File: src/hw/rtl/assert_macros.svh
// assertion helpers, empty when SYNTH is defined
`ifndef ASSERT_MACROS_SVH
`define ASSERT_MACROS_SVH

`ifndef SYNTH

// implication or expression checked at every rising edge outside reset
`define ASSERT_CLK(lbl, clk, rstn, prop, msg) \
    lbl: assert property (@(posedge clk) disable iff (!rstn) prop) else $error(msg);

// condition that must never hold, checked at every rising edge outside reset
`define ASSERT_NEVER(lbl, clk, rstn, expr, msg) \
    lbl: assert property (@(posedge clk) disable iff (!rstn) !(expr)) else $error(msg);

`else

`define ASSERT_CLK(lbl, clk, rstn, prop, msg)
`define ASSERT_NEVER(lbl, clk, rstn, expr, msg)

`endif

`endif

File: src/hw/rtl/etsc_pkg.sv
`default_nettype none

package etsc_pkg;

    localparam int BIT_W = 1;

    localparam logic [11:0] EPOCH_YEAR      = 12'd1970;
    localparam logic [11:0] NONLEAP_CENTURY = 12'd2100;
    localparam logic [11:0] CENTURY_20      = 12'd2000;
    localparam logic [4:0]  ZC_19           = 5'd19;
    localparam logic [4:0]  ZC_20           = 5'd20;
    localparam logic [4:0]  ZC_21           = 5'd21;
    localparam logic [11:0] CENTURY_19      = 12'd1900;

    localparam logic [31:0] SECS_PER_DAY   = 32'd86400;
    localparam logic [31:0] SECS_PER_HOUR  = 32'd3600;
    localparam logic [31:0] SECS_PER_MIN   = 32'd60;
    localparam logic [31:0] YEAR_SECS      = 32'd31536000;
    localparam logic [31:0] LEAP_YEAR_SECS = 32'd31622400;
    localparam logic [31:0] LEAP_FEB_SECS  = 32'd2505600;

    localparam logic [31:0] MONTH_SECS [12] = '{
        32'd2678400, 32'd2419200, 32'd2678400, 32'd2592000,
        32'd2678400, 32'd2592000, 32'd2678400, 32'd2678400,
        32'd2592000, 32'd2678400, 32'd2592000, 32'd2678400
    };

    localparam logic [3:0] JANUARY    = 4'd1;
    localparam logic [3:0] FEBRUARY   = 4'd2;
    localparam logic [3:0] MARCH      = 4'd3;
    localparam logic [3:0] LAST_MONTH = 4'd12;
    localparam logic [3:0] YEAR_SHIFT = 4'd12;

    // each division is a quotient step then a remainder step
    localparam logic [BIT_W-1:0] DAY_TOP_BIT  = 1'd1;
    localparam logic [BIT_W-1:0] HOUR_TOP_BIT = 1'd1;
    localparam logic [BIT_W-1:0] MIN_TOP_BIT  = 1'd1;

    // reciprocals of 86400 / 128, 3600 / 16 and 60 / 4, exact over each range
    localparam logic [14:0] DAY_RECIP        = 15'd24856;
    localparam int          DAY_RECIP_SHIFT  = 24;
    localparam logic [12:0] HOUR_RECIP       = 13'd4661;
    localparam int          HOUR_RECIP_SHIFT = 20;
    localparam logic [10:0] MIN_RECIP        = 11'd1093;
    localparam int          MIN_RECIP_SHIFT  = 14;

    // 42 is a multiple of 7 and keeps the weekday sum non-negative
    localparam logic [8:0]  ZELLER_BIAS  = 9'd42;
    localparam logic [14:0] RECIP7       = 15'd73;
    localparam int          RECIP7_SHIFT = 9;
    localparam logic [3:0]  WEEK_DAYS    = 4'd7;

    typedef enum logic [3:0] {
        ST_IDLE,
        ST_YEAR,
        ST_MONTH,
        ST_DAY,
        ST_HOUR,
        ST_MIN,
        ST_WSUM,
        ST_WMOD,
        ST_OUT
    } etsc_state_t;

    typedef enum logic [3:0] {
        OP_NONE,
        OP_LOAD,
        OP_YEAR,
        OP_MONTH,
        OP_DAY,
        OP_HOUR,
        OP_MIN,
        OP_WSUM,
        OP_WMOD
    } etsc_op_t;

    typedef struct packed {
        etsc_op_t         op;
        logic [BIT_W-1:0] bit_idx;
    } etsc_cmd_t;

    typedef struct packed {
        logic year_end;
        logic month_end;
    } etsc_status_t;

    // valid over 1970..2106, where 2100 is the only century that is not leap
    function automatic logic is_leap(input logic [11:0] year);
        return (year[1:0] == 2'b00) && (year != NONLEAP_CENTURY);
    endfunction

    function automatic logic [31:0] month_secs(input logic [3:0] month, input logic leap);
        logic [3:0] idx;
        idx = month - JANUARY;
        if (month == FEBRUARY && leap) begin
            return LEAP_FEB_SECS;
        end
        return MONTH_SECS[idx];
    endfunction

    // floor(26 * (m + 1) / 10) for shifted months 3..14
    function automatic logic [5:0] zeller_month_term(input logic [3:0] zm);
        logic [5:0] t;
        case (zm)
            4'd3:    t = 6'd10;
            4'd4:    t = 6'd13;
            4'd5:    t = 6'd15;
            4'd6:    t = 6'd18;
            4'd7:    t = 6'd20;
            4'd8:    t = 6'd23;
            4'd9:    t = 6'd26;
            4'd10:   t = 6'd28;
            4'd11:   t = 6'd31;
            4'd12:   t = 6'd33;
            4'd13:   t = 6'd36;
            4'd14:   t = 6'd39;
            default: t = 6'd0;
        endcase
        return t;
    endfunction

endpackage

`default_nettype wire

File: src/hw/rtl/etsc_ctrl.sv
`default_nettype none

module etsc_ctrl import etsc_pkg::*; (
    input  wire logic         aclk,
    input  wire logic         aresetn,
    input  wire logic         s_valid,
    output logic              s_ready,
    output logic              m_valid,
    input  wire logic         m_ready,
    input  wire etsc_status_t status,
    output etsc_cmd_t         cmd
);

    etsc_state_t      state_reg, state_next;
    logic [BIT_W-1:0] bit_reg, bit_next;

    always_ff @(posedge aclk) begin
        if (!aresetn) begin
            state_reg <= ST_IDLE;
            bit_reg   <= '0;
        end else begin
            state_reg <= state_next;
            bit_reg   <= bit_next;
        end
    end

    always_comb begin
        state_next = state_reg;
        bit_next   = bit_reg;
        unique case (state_reg)
            ST_IDLE: begin
                if (s_valid) begin
                    state_next = ST_YEAR;
                end
            end
            ST_YEAR: begin
                if (status.year_end) begin
                    state_next = ST_MONTH;
                end
            end
            ST_MONTH: begin
                if (status.month_end) begin
                    state_next = ST_DAY;
                    bit_next   = DAY_TOP_BIT;
                end
            end
            ST_DAY: begin
                if (bit_reg == '0) begin
                    state_next = ST_HOUR;
                    bit_next   = HOUR_TOP_BIT;
                end else begin
                    bit_next = bit_reg - 1'b1;
                end
            end
            ST_HOUR: begin
                if (bit_reg == '0) begin
                    state_next = ST_MIN;
                    bit_next   = MIN_TOP_BIT;
                end else begin
                    bit_next = bit_reg - 1'b1;
                end
            end
            ST_MIN: begin
                if (bit_reg == '0) begin
                    state_next = ST_WSUM;
                end else begin
                    bit_next = bit_reg - 1'b1;
                end
            end
            ST_WSUM: state_next = ST_WMOD;
            ST_WMOD: state_next = ST_OUT;
            ST_OUT: begin
                if (m_ready) begin
                    state_next = ST_IDLE;
                end
            end
            default: state_next = ST_IDLE;
        endcase
    end

    always_comb begin
        s_ready     = 1'b0;
        m_valid     = 1'b0;
        cmd.op      = OP_NONE;
        cmd.bit_idx = bit_reg;
        unique case (state_reg)
            ST_IDLE: begin
                s_ready = 1'b1;
                if (s_valid) begin
                    cmd.op = OP_LOAD;
                end
            end
            ST_YEAR:  cmd.op = OP_YEAR;
            ST_MONTH: cmd.op = OP_MONTH;
            ST_DAY:   cmd.op = OP_DAY;
            ST_HOUR:  cmd.op = OP_HOUR;
            ST_MIN:   cmd.op = OP_MIN;
            ST_WSUM:  cmd.op = OP_WSUM;
            ST_WMOD:  cmd.op = OP_WMOD;
            ST_OUT:   m_valid = 1'b1;
            default:  cmd.op = OP_NONE;
        endcase
    end

endmodule

`default_nettype wire

File: src/hw/rtl/etsc_dp.sv
`default_nettype none

module etsc_dp import etsc_pkg::*; (
    input  wire logic        aclk,
    input  wire etsc_cmd_t   cmd,
    input  wire logic [31:0] seconds_in,
    output etsc_status_t     status,
    output logic [11:0]      year,
    output logic [3:0]       month,
    output logic [4:0]       day,
    output logic [4:0]       hour,
    output logic [5:0]       minute,
    output logic [5:0]       second,
    output logic [2:0]       weekday
);

    logic [31:0] rest_reg, rest_next;
    logic [11:0] year_reg, year_next;
    logic [3:0]  month_reg, month_next;
    logic [4:0]  dayq_reg, dayq_next;
    logic [4:0]  hour_reg, hour_next;
    logic [5:0]  minute_reg, minute_next;
    logic [7:0]  wsum_reg, wsum_next;
    logic [2:0]  weekday_reg, weekday_next;

    logic        leap;
    logic [31:0] ylen;
    logic [31:0] mlen;

    logic [14:0] day_x;
    logic [29:0] day_prod;
    logic [4:0]  day_q;
    logic [12:0] hour_x;
    logic [25:0] hour_prod;
    logic [4:0]  hour_q;
    logic [9:0]  min_x;
    logic [20:0] min_prod;
    logic [5:0]  min_q;
    logic [31:0] quot_back;

    logic [11:0] zyear;
    logic [3:0]  zm;
    logic [4:0]  zc;
    logic [11:0] zbase;
    logic [6:0]  zy2;
    logic [8:0]  zsum;

    logic [14:0] wprod;
    logic [5:0]  wq;
    logic [8:0]  wrem9;
    logic [3:0]  wrem;

    always_ff @(posedge aclk) begin
        rest_reg    <= rest_next;
        year_reg    <= year_next;
        month_reg   <= month_next;
        dayq_reg    <= dayq_next;
        hour_reg    <= hour_next;
        minute_reg  <= minute_next;
        wsum_reg    <= wsum_next;
        weekday_reg <= weekday_next;
    end

    // year and month lengths
    always_comb begin
        leap             = is_leap(year_reg);
        ylen             = leap ? LEAP_YEAR_SECS : YEAR_SECS;
        mlen             = month_secs(month_reg, leap);
        status.year_end  = rest_reg < ylen;
        status.month_end = (month_reg == LAST_MONTH) || (rest_reg < mlen);
    end

    // quotient by reciprocal, then remainder by multiplying back
    always_comb begin
        day_x     = rest_reg[21:7];
        day_prod  = 30'(day_x) * 30'(DAY_RECIP);
        day_q     = day_prod[DAY_RECIP_SHIFT +: 5];
        hour_x    = rest_reg[16:4];
        hour_prod = 26'(hour_x) * 26'(HOUR_RECIP);
        hour_q    = hour_prod[HOUR_RECIP_SHIFT +: 5];
        min_x     = rest_reg[11:2];
        min_prod  = 21'(min_x) * 21'(MIN_RECIP);
        min_q     = min_prod[MIN_RECIP_SHIFT +: 6];
        case (cmd.op)
            OP_DAY:  quot_back = 32'(dayq_reg) * SECS_PER_DAY;
            OP_HOUR: quot_back = 32'(hour_reg) * SECS_PER_HOUR;
            default: quot_back = 32'(minute_reg) * SECS_PER_MIN;
        endcase
    end

    // weekday sum
    always_comb begin
        if (month_reg < MARCH) begin
            zyear = year_reg - 12'd1;
            zm    = month_reg + YEAR_SHIFT;
        end else begin
            zyear = year_reg;
            zm    = month_reg;
        end
        if (zyear >= NONLEAP_CENTURY) begin
            zc    = ZC_21;
            zbase = NONLEAP_CENTURY;
        end else if (zyear >= CENTURY_20) begin
            zc    = ZC_20;
            zbase = CENTURY_20;
        end else begin
            zc    = ZC_19;
            zbase = CENTURY_19;
        end
        zy2  = 7'(zyear - zbase);
        zsum = 9'(zy2) + 9'(zy2 >> 2) + 9'(zc >> 2) + ZELLER_BIAS - 9'({zc, 1'b0})
             + 9'(zeller_month_term(zm)) + 9'(dayq_reg);
    end

    // mod 7 by reciprocal with one correction
    always_comb begin
        wprod = 15'(wsum_reg) * RECIP7;
        wq    = wprod[RECIP7_SHIFT +: 6];
        wrem9 = {1'b0, wsum_reg} - ({wq, 3'b000} - {3'b000, wq});
        wrem  = wrem9[3:0];
    end

    always_comb begin
        rest_next    = rest_reg;
        year_next    = year_reg;
        month_next   = month_reg;
        dayq_next    = dayq_reg;
        hour_next    = hour_reg;
        minute_next  = minute_reg;
        wsum_next    = wsum_reg;
        weekday_next = weekday_reg;
        unique case (cmd.op)
            OP_NONE: begin
            end
            OP_LOAD: begin
                rest_next   = seconds_in;
                year_next   = EPOCH_YEAR;
                month_next  = JANUARY;
                dayq_next   = '0;
                hour_next   = '0;
                minute_next = '0;
            end
            OP_YEAR: begin
                if (!status.year_end) begin
                    rest_next = rest_reg - ylen;
                    year_next = year_reg + 12'd1;
                end
            end
            OP_MONTH: begin
                if (!status.month_end) begin
                    rest_next  = rest_reg - mlen;
                    month_next = month_reg + 4'd1;
                end
            end
            OP_DAY: begin
                if (cmd.bit_idx == DAY_TOP_BIT) begin
                    dayq_next = day_q;
                end else begin
                    rest_next = rest_reg - quot_back;
                end
            end
            OP_HOUR: begin
                if (cmd.bit_idx == HOUR_TOP_BIT) begin
                    hour_next = hour_q;
                end else begin
                    rest_next = rest_reg - quot_back;
                end
            end
            OP_MIN: begin
                if (cmd.bit_idx == MIN_TOP_BIT) begin
                    minute_next = min_q;
                end else begin
                    rest_next = rest_reg - quot_back;
                end
            end
            OP_WSUM: wsum_next = zsum[7:0];
            OP_WMOD: weekday_next = (wrem >= WEEK_DAYS) ? 3'(wrem - WEEK_DAYS) : wrem[2:0];
            default: begin
            end
        endcase
    end

    assign year    = year_reg;
    assign month   = month_reg;
    assign day     = dayq_reg + 5'd1;
    assign hour    = hour_reg;
    assign minute  = minute_reg;
    assign second  = rest_reg[5:0];
    assign weekday = weekday_reg;

endmodule

`default_nettype wire

File: src/hw/rtl/epoch_seconds_to_calendar.sv
// channel  | ports                                 | beat
// ---------+---------------------------------------+-----------------------------------------
// input    | s_valid s_ready s_seconds_since_epoch | one 32-bit epoch second count
// result   | m_valid m_ready m_year .. m_weekday   | year month day hour minute second weekday
//
// one beat in flight: after input accept the controller runs the year loop, the
// month loop, then day, hour and minute, the weekday sum and mod, then m_valid;
// the year loop removes one whole year per cycle through a single 32-bit subtract
// and compare; day, hour and minute each take a reciprocal quotient, then remainder
// s_ready is high only while idle; the result holds on m_* until m_ready
// aresetn is synchronous, active low, and returns the controller to idle
`default_nettype none

`include "assert_macros.svh"

module epoch_seconds_to_calendar import etsc_pkg::*; (
    input  wire logic        aclk,
    input  wire logic        aresetn,
    input  wire logic        s_valid,
    output logic             s_ready,
    input  wire logic [31:0] s_seconds_since_epoch,
    output logic             m_valid,
    input  wire logic        m_ready,
    output logic [11:0]      m_year,
    output logic [3:0]       m_month,
    output logic [4:0]       m_day,
    output logic [4:0]       m_hour,
    output logic [5:0]       m_minute,
    output logic [5:0]       m_second,
    output logic [2:0]       m_weekday
);

    etsc_cmd_t    cmd;
    etsc_status_t status;

    etsc_ctrl u_ctrl (
        .aclk    (aclk),
        .aresetn (aresetn),
        .s_valid (s_valid),
        .s_ready (s_ready),
        .m_valid (m_valid),
        .m_ready (m_ready),
        .status  (status),
        .cmd     (cmd)
    );

    etsc_dp u_dp (
        .aclk       (aclk),
        .cmd        (cmd),
        .seconds_in (s_seconds_since_epoch),
        .status     (status),
        .year       (m_year),
        .month      (m_month),
        .day        (m_day),
        .hour       (m_hour),
        .minute     (m_minute),
        .second     (m_second),
        .weekday    (m_weekday)
    );

    `ASSERT_NEVER(a_ready_and_valid, aclk, aresetn, s_ready && m_valid, "ready while result held")
    `ASSERT_CLK(a_no_early_result, aclk, aresetn, (s_valid && s_ready) |=> !m_valid, "result too early")
    `ASSERT_CLK(a_result_range, aclk, aresetn, m_valid |-> (m_weekday <= 3'd6 && m_month >= 4'd1 && m_month <= 4'd12 && m_hour <= 5'd23 && m_minute <= 6'd59 && m_second <= 6'd59), "result field out of range")

endmodule

`default_nettype wire

File: config.mk
export PLATFORM = sky130hd
export DESIGN_NAME = epoch_seconds_to_calendar
export DESIGN_NICKNAME = d
export VERILOG_FILES = /design/src/hw/rtl/etsc_pkg.sv /design/src/hw/rtl/etsc_ctrl.sv /design/src/hw/rtl/etsc_dp.sv /design/src/hw/rtl/epoch_seconds_to_calendar.sv
export VERILOG_INCLUDE_DIRS = /design/src /design/src/hw/rtl
export SDC_FILE = /design/constraint.sdc
export NUM_CORES = 1
export LEC_CHECK = 0
export BUFFER_PORTS_ARGS = -buffer_cell sky130_fd_sc_hd__buf_4
export CAP_MARGIN = 20
export CORE_ASPECT_RATIO = 1.5
export CORE_MARGIN = 8
export CORE_UTILIZATION = 50
export CTS_BUF_LIST = sky130_fd_sc_hd__clkbuf_4 sky130_fd_sc_hd__clkbuf_8
export DETAILED_ROUTE_END_ITERATION = 8
export PLACE_DENSITY = 0.72
export SLEW_MARGIN = 20
export SYNTH_ARGS = -nofsm -noshare
export SYNTH_HDL_FRONTEND = slang
export SYNTH_SLANG_ARGS = --single-unit
export TNS_END_PERCENT = 50
File: constraint.sdc
create_clock -name aclk -period 7.64 [get_ports aclk]
set_input_delay 1.146 -clock aclk [delete_from_list [all_inputs] [get_ports aclk]]
set_output_delay 1.146 -clock aclk [all_outputs]
set_load 0.1 [all_outputs]
==> qor.yml <==
sta:
  setup_viol: 0
  rsz0062_at_grt: "no"
  clock-skew-final_ns: 0.0214
  finalCritPeriodShare_pct: 88.2
  setup_tns_ns: 0
  fmax_ghz: 0.148
  period_minus_slack_ns: 6.74
  tightest_slew_ns: 1.01
  slew_headroom_pct: 32.1
  finalHoldViolations: 0
  slew_violations: 0
critical_path:
  crit_arrival_ns: 6.90
  endpoint_kind: "flop"
  reg2reg_from: "u_dp.month[2]$_SDFFCE_PN0P_"
  cp_max_fo: 10
  start_kind: "flop"
  worstReg2RegEnd: "u_dp.wsum_reg[7]$_DFFE_PN_"
  worst-setup-path-type: "reg -> reg"
  r2r_cells: 26
  endpoint: "u_dp.wsum_reg[7]$_DFFE_PN_"
  startpoint: "u_dp.month[2]$_SDFFCE_PN0P_"
  required_ns: 7.80
  reg2reg_slack_ns: 0.90
route:
  antenna_left: 0
  dr.pass1.iters: 9
  routed_wl_mm: 39.7
  drtIter0Drc: 691
  post-route-drc-count: 1
  routed_via_density: 5.91
  route.detailed.wl_per_inst_um: 18.5
  vias: 12647
yosys:
  yosysWarnings: 0
  synth_seq_cells: 80
  seq_area_frac_synth_pct: 15.3
  ys_top_cells_by_count: "347 x ha_1, 262 x inv_1, 98 x fa_1"
  yosysMostFrequentCell: "ha_1"
  synth_ff_type: "edfxtp_1"
  syn_avg_cell_area_sq_um: 9.14
  netlist_area_sq_um: 15400
  netlist_instances: 1680
  synthDistinctLibCells: 90
  synthesis.nets: 2161
  synth_top_area_cell: "ha_1"
  synthTopCellsByArea: "ha_1 28%, edfxtp_1 15%, fa_1 13%"
  async_reset_ff_share_pct: 0
  synth_top_area_share_pct: 28.3
  synth_edf_count: 75
global_route:
  grt_overflow: 0
  grt_max_degree: 29
  antenna_found_initial: 1
  grt_pass1_vias: 13088
  grt_pass1_wl_mm: 64.5
  globalRouteTotalUtil_pct: 21.6
floorplan:
  core_sq_um: 30300
  die_w_um: 159
  initial_core_util_pct: 50.8
  num_rows: 78
  io_pins: 79
  dieArea_sq_um: 36700
  die_h_um: 231
finish:
  nets: 2217
  areaGrowthSynthToFinish_pct: 7.73
  drive_gt1_share_pct: 8.68
  largest_register_ffs: 32
clock_tree:
  clk_pin_slew_ns: 0.09
  cts_resized: 0
  cts_tree: "done"
  ctsRootBufferMaster: "clkbuf_8"
  clockBufferDepth: 2
  clk-insertion-delay-late_ns: 0.41
  cts_num_sinks: 80
  cts_made_buffers: 9
  cts_setup_buffers: 0
  htreeDepth: 3
  cts_hold_buf: 0
place:
  place.gp.congestion: 0.909
  dp_hpwl_mm: 32.3
  port_buffers: 78
run_status:
  outcome: "complete, but fails checks"
  failed_checks: "design-rule violations"
run:
  maxCapViolations: 0
hold_path:
  hold_path_class: "reg -> reg"
per-stage QoR:
stage	setup slack, ns	cell area, sq um	hold slack, ns	utilization, %	instances
2_1_floorplan	0.711	15400	0.495	-	1680
3_3_place_gp	1.15	16400	0.539	54.1	2125
3_5_place_dp	0.992	16400	0.540	54.1	2125
4_1_cts	0.917	16500	0.552	54.7	2140
5_1_grt	0.452	16500	0.631	54.7	2141
6_report	0.901	16500	0.554	54.7	2141
cells in the final DEF, fill, tap and decap left out, types with 9 or more instances in the layout:
master	n
a21oi_1	92
nor3_1	16
xnor2_1	86
fa_1	98
o21a_1	13
nand2_1	91
o211ai_1	9
inv_1	262
o22ai_1	11
clkbuf_8	9
ha_1	347
o21ai_0	69
nor2_1	88
a31oi_1	15
buf_4	91
nand2b_1	19
a211oi_1	9
o21bai_1	15
or3_1	14
xor2_1	44
nor2b_1	12
o21ai_1	12
a21o_1	29
nand3_1	33
a22oi_1	11
edfxtp_1	75
nand4_1	9
per-layer routing:
metal | track usage, % | wire, um | vias to the layer above
met5 | 0 | 0 | -
met1 | 22.6 | 15400 | 6180
met4 | 12.3 | 2070 | 0
li1 | - | - | 6014
met3 | 2.92 | 1450 | 125
met2 | 40.8 | 20800 | 328
cell type report:
class / instances / area, sq um
fill: 2762 / 13700
multi-input combinational: 1292 / 11900
sequential: 80 / 2350
inverter: 262 / 983
timing repair buffer: 91 / 683
tap: 400 / 500
clock buffer: 11 / 139
clock inverter: 4 / 31.3
antenna: 1 / 2.50
how the worst min path moves through the flow:
stage / startpoint / end / slack [ns] / cells after the start
after floorplan: u_ctrl.state_reg[0]$_SDFFE_PN0P_ / u_ctrl.state_reg[0]$_SDFFE_PN0P_ / 0.49 / 2
after global placement: u_ctrl.state_reg[0]$_SDFFE_PN0P_ / u_ctrl.state_reg[0]$_SDFFE_PN0P_ / 0.54 / 2
after detailed placement: u_ctrl.state_reg[0]$_SDFFE_PN0P_ / u_ctrl.state_reg[0]$_SDFFE_PN0P_ / 0.54 / 2
after CTS: u_ctrl.state_reg[0]$_SDFFE_PN0P_ / u_ctrl.state_reg[0]$_SDFFE_PN0P_ / 0.55 / 2
after global routing: u_ctrl.state_reg[0]$_SDFFE_PN0P_ / u_ctrl.state_reg[0]$_SDFFE_PN0P_ / 0.63 / 2
final: u_ctrl.state_reg[0]$_SDFFE_PN0P_ / u_ctrl.state_reg[0]$_SDFFE_PN0P_ / 0.55 / 2
critical path, stage by stage (launching register included):
cell	delay (ns)
edfxtp_1	0.59
inv_1	0.16
ha_1	0.26
a21bo_2	0.26
nor4_1	0.27
xnor2_1	0.26
a21boi_1	0.12
a2111oi_0	0.42
o211ai_1	0.20
mux2_2	0.32
ha_1	0.21
fa_1	0.40
inv_1	0.08
a21o_1	0.11
a21oi_1	0.07
xnor2_1	0.25
xor2_1	0.22
ha_1	0.27
fa_1	0.49
inv_1	0.06
fa_1	0.53
inv_1	0.04
ha_1	0.32
a21oi_1	0.21
o21bai_1	0.09
a21oi_1	0.18
xnor2_1	0.08
cells by family (layout without fill, tap and decap cells):
kind of cell / after synthesis / count (layout) / synth area share, %
buffers and inverters: 308 / 368 / 7.70
xor gates and xnor gates: 130 / 130 / 7.42
other: 0 / 1 / 0
AOI/OAI and AO/OA: 382 / 382 / 17.4
adders and majority gates: 445 / 445 / 41.1
DFF: 80 / 80 / 15.3
and+or+nand+nor: 328 / 328 / 10.6
muxes: 7 / 7 / 0.481
Power is not shown: default switching activity piles up to over one toggle a cycle in this logic, so the estimate is an artifact.
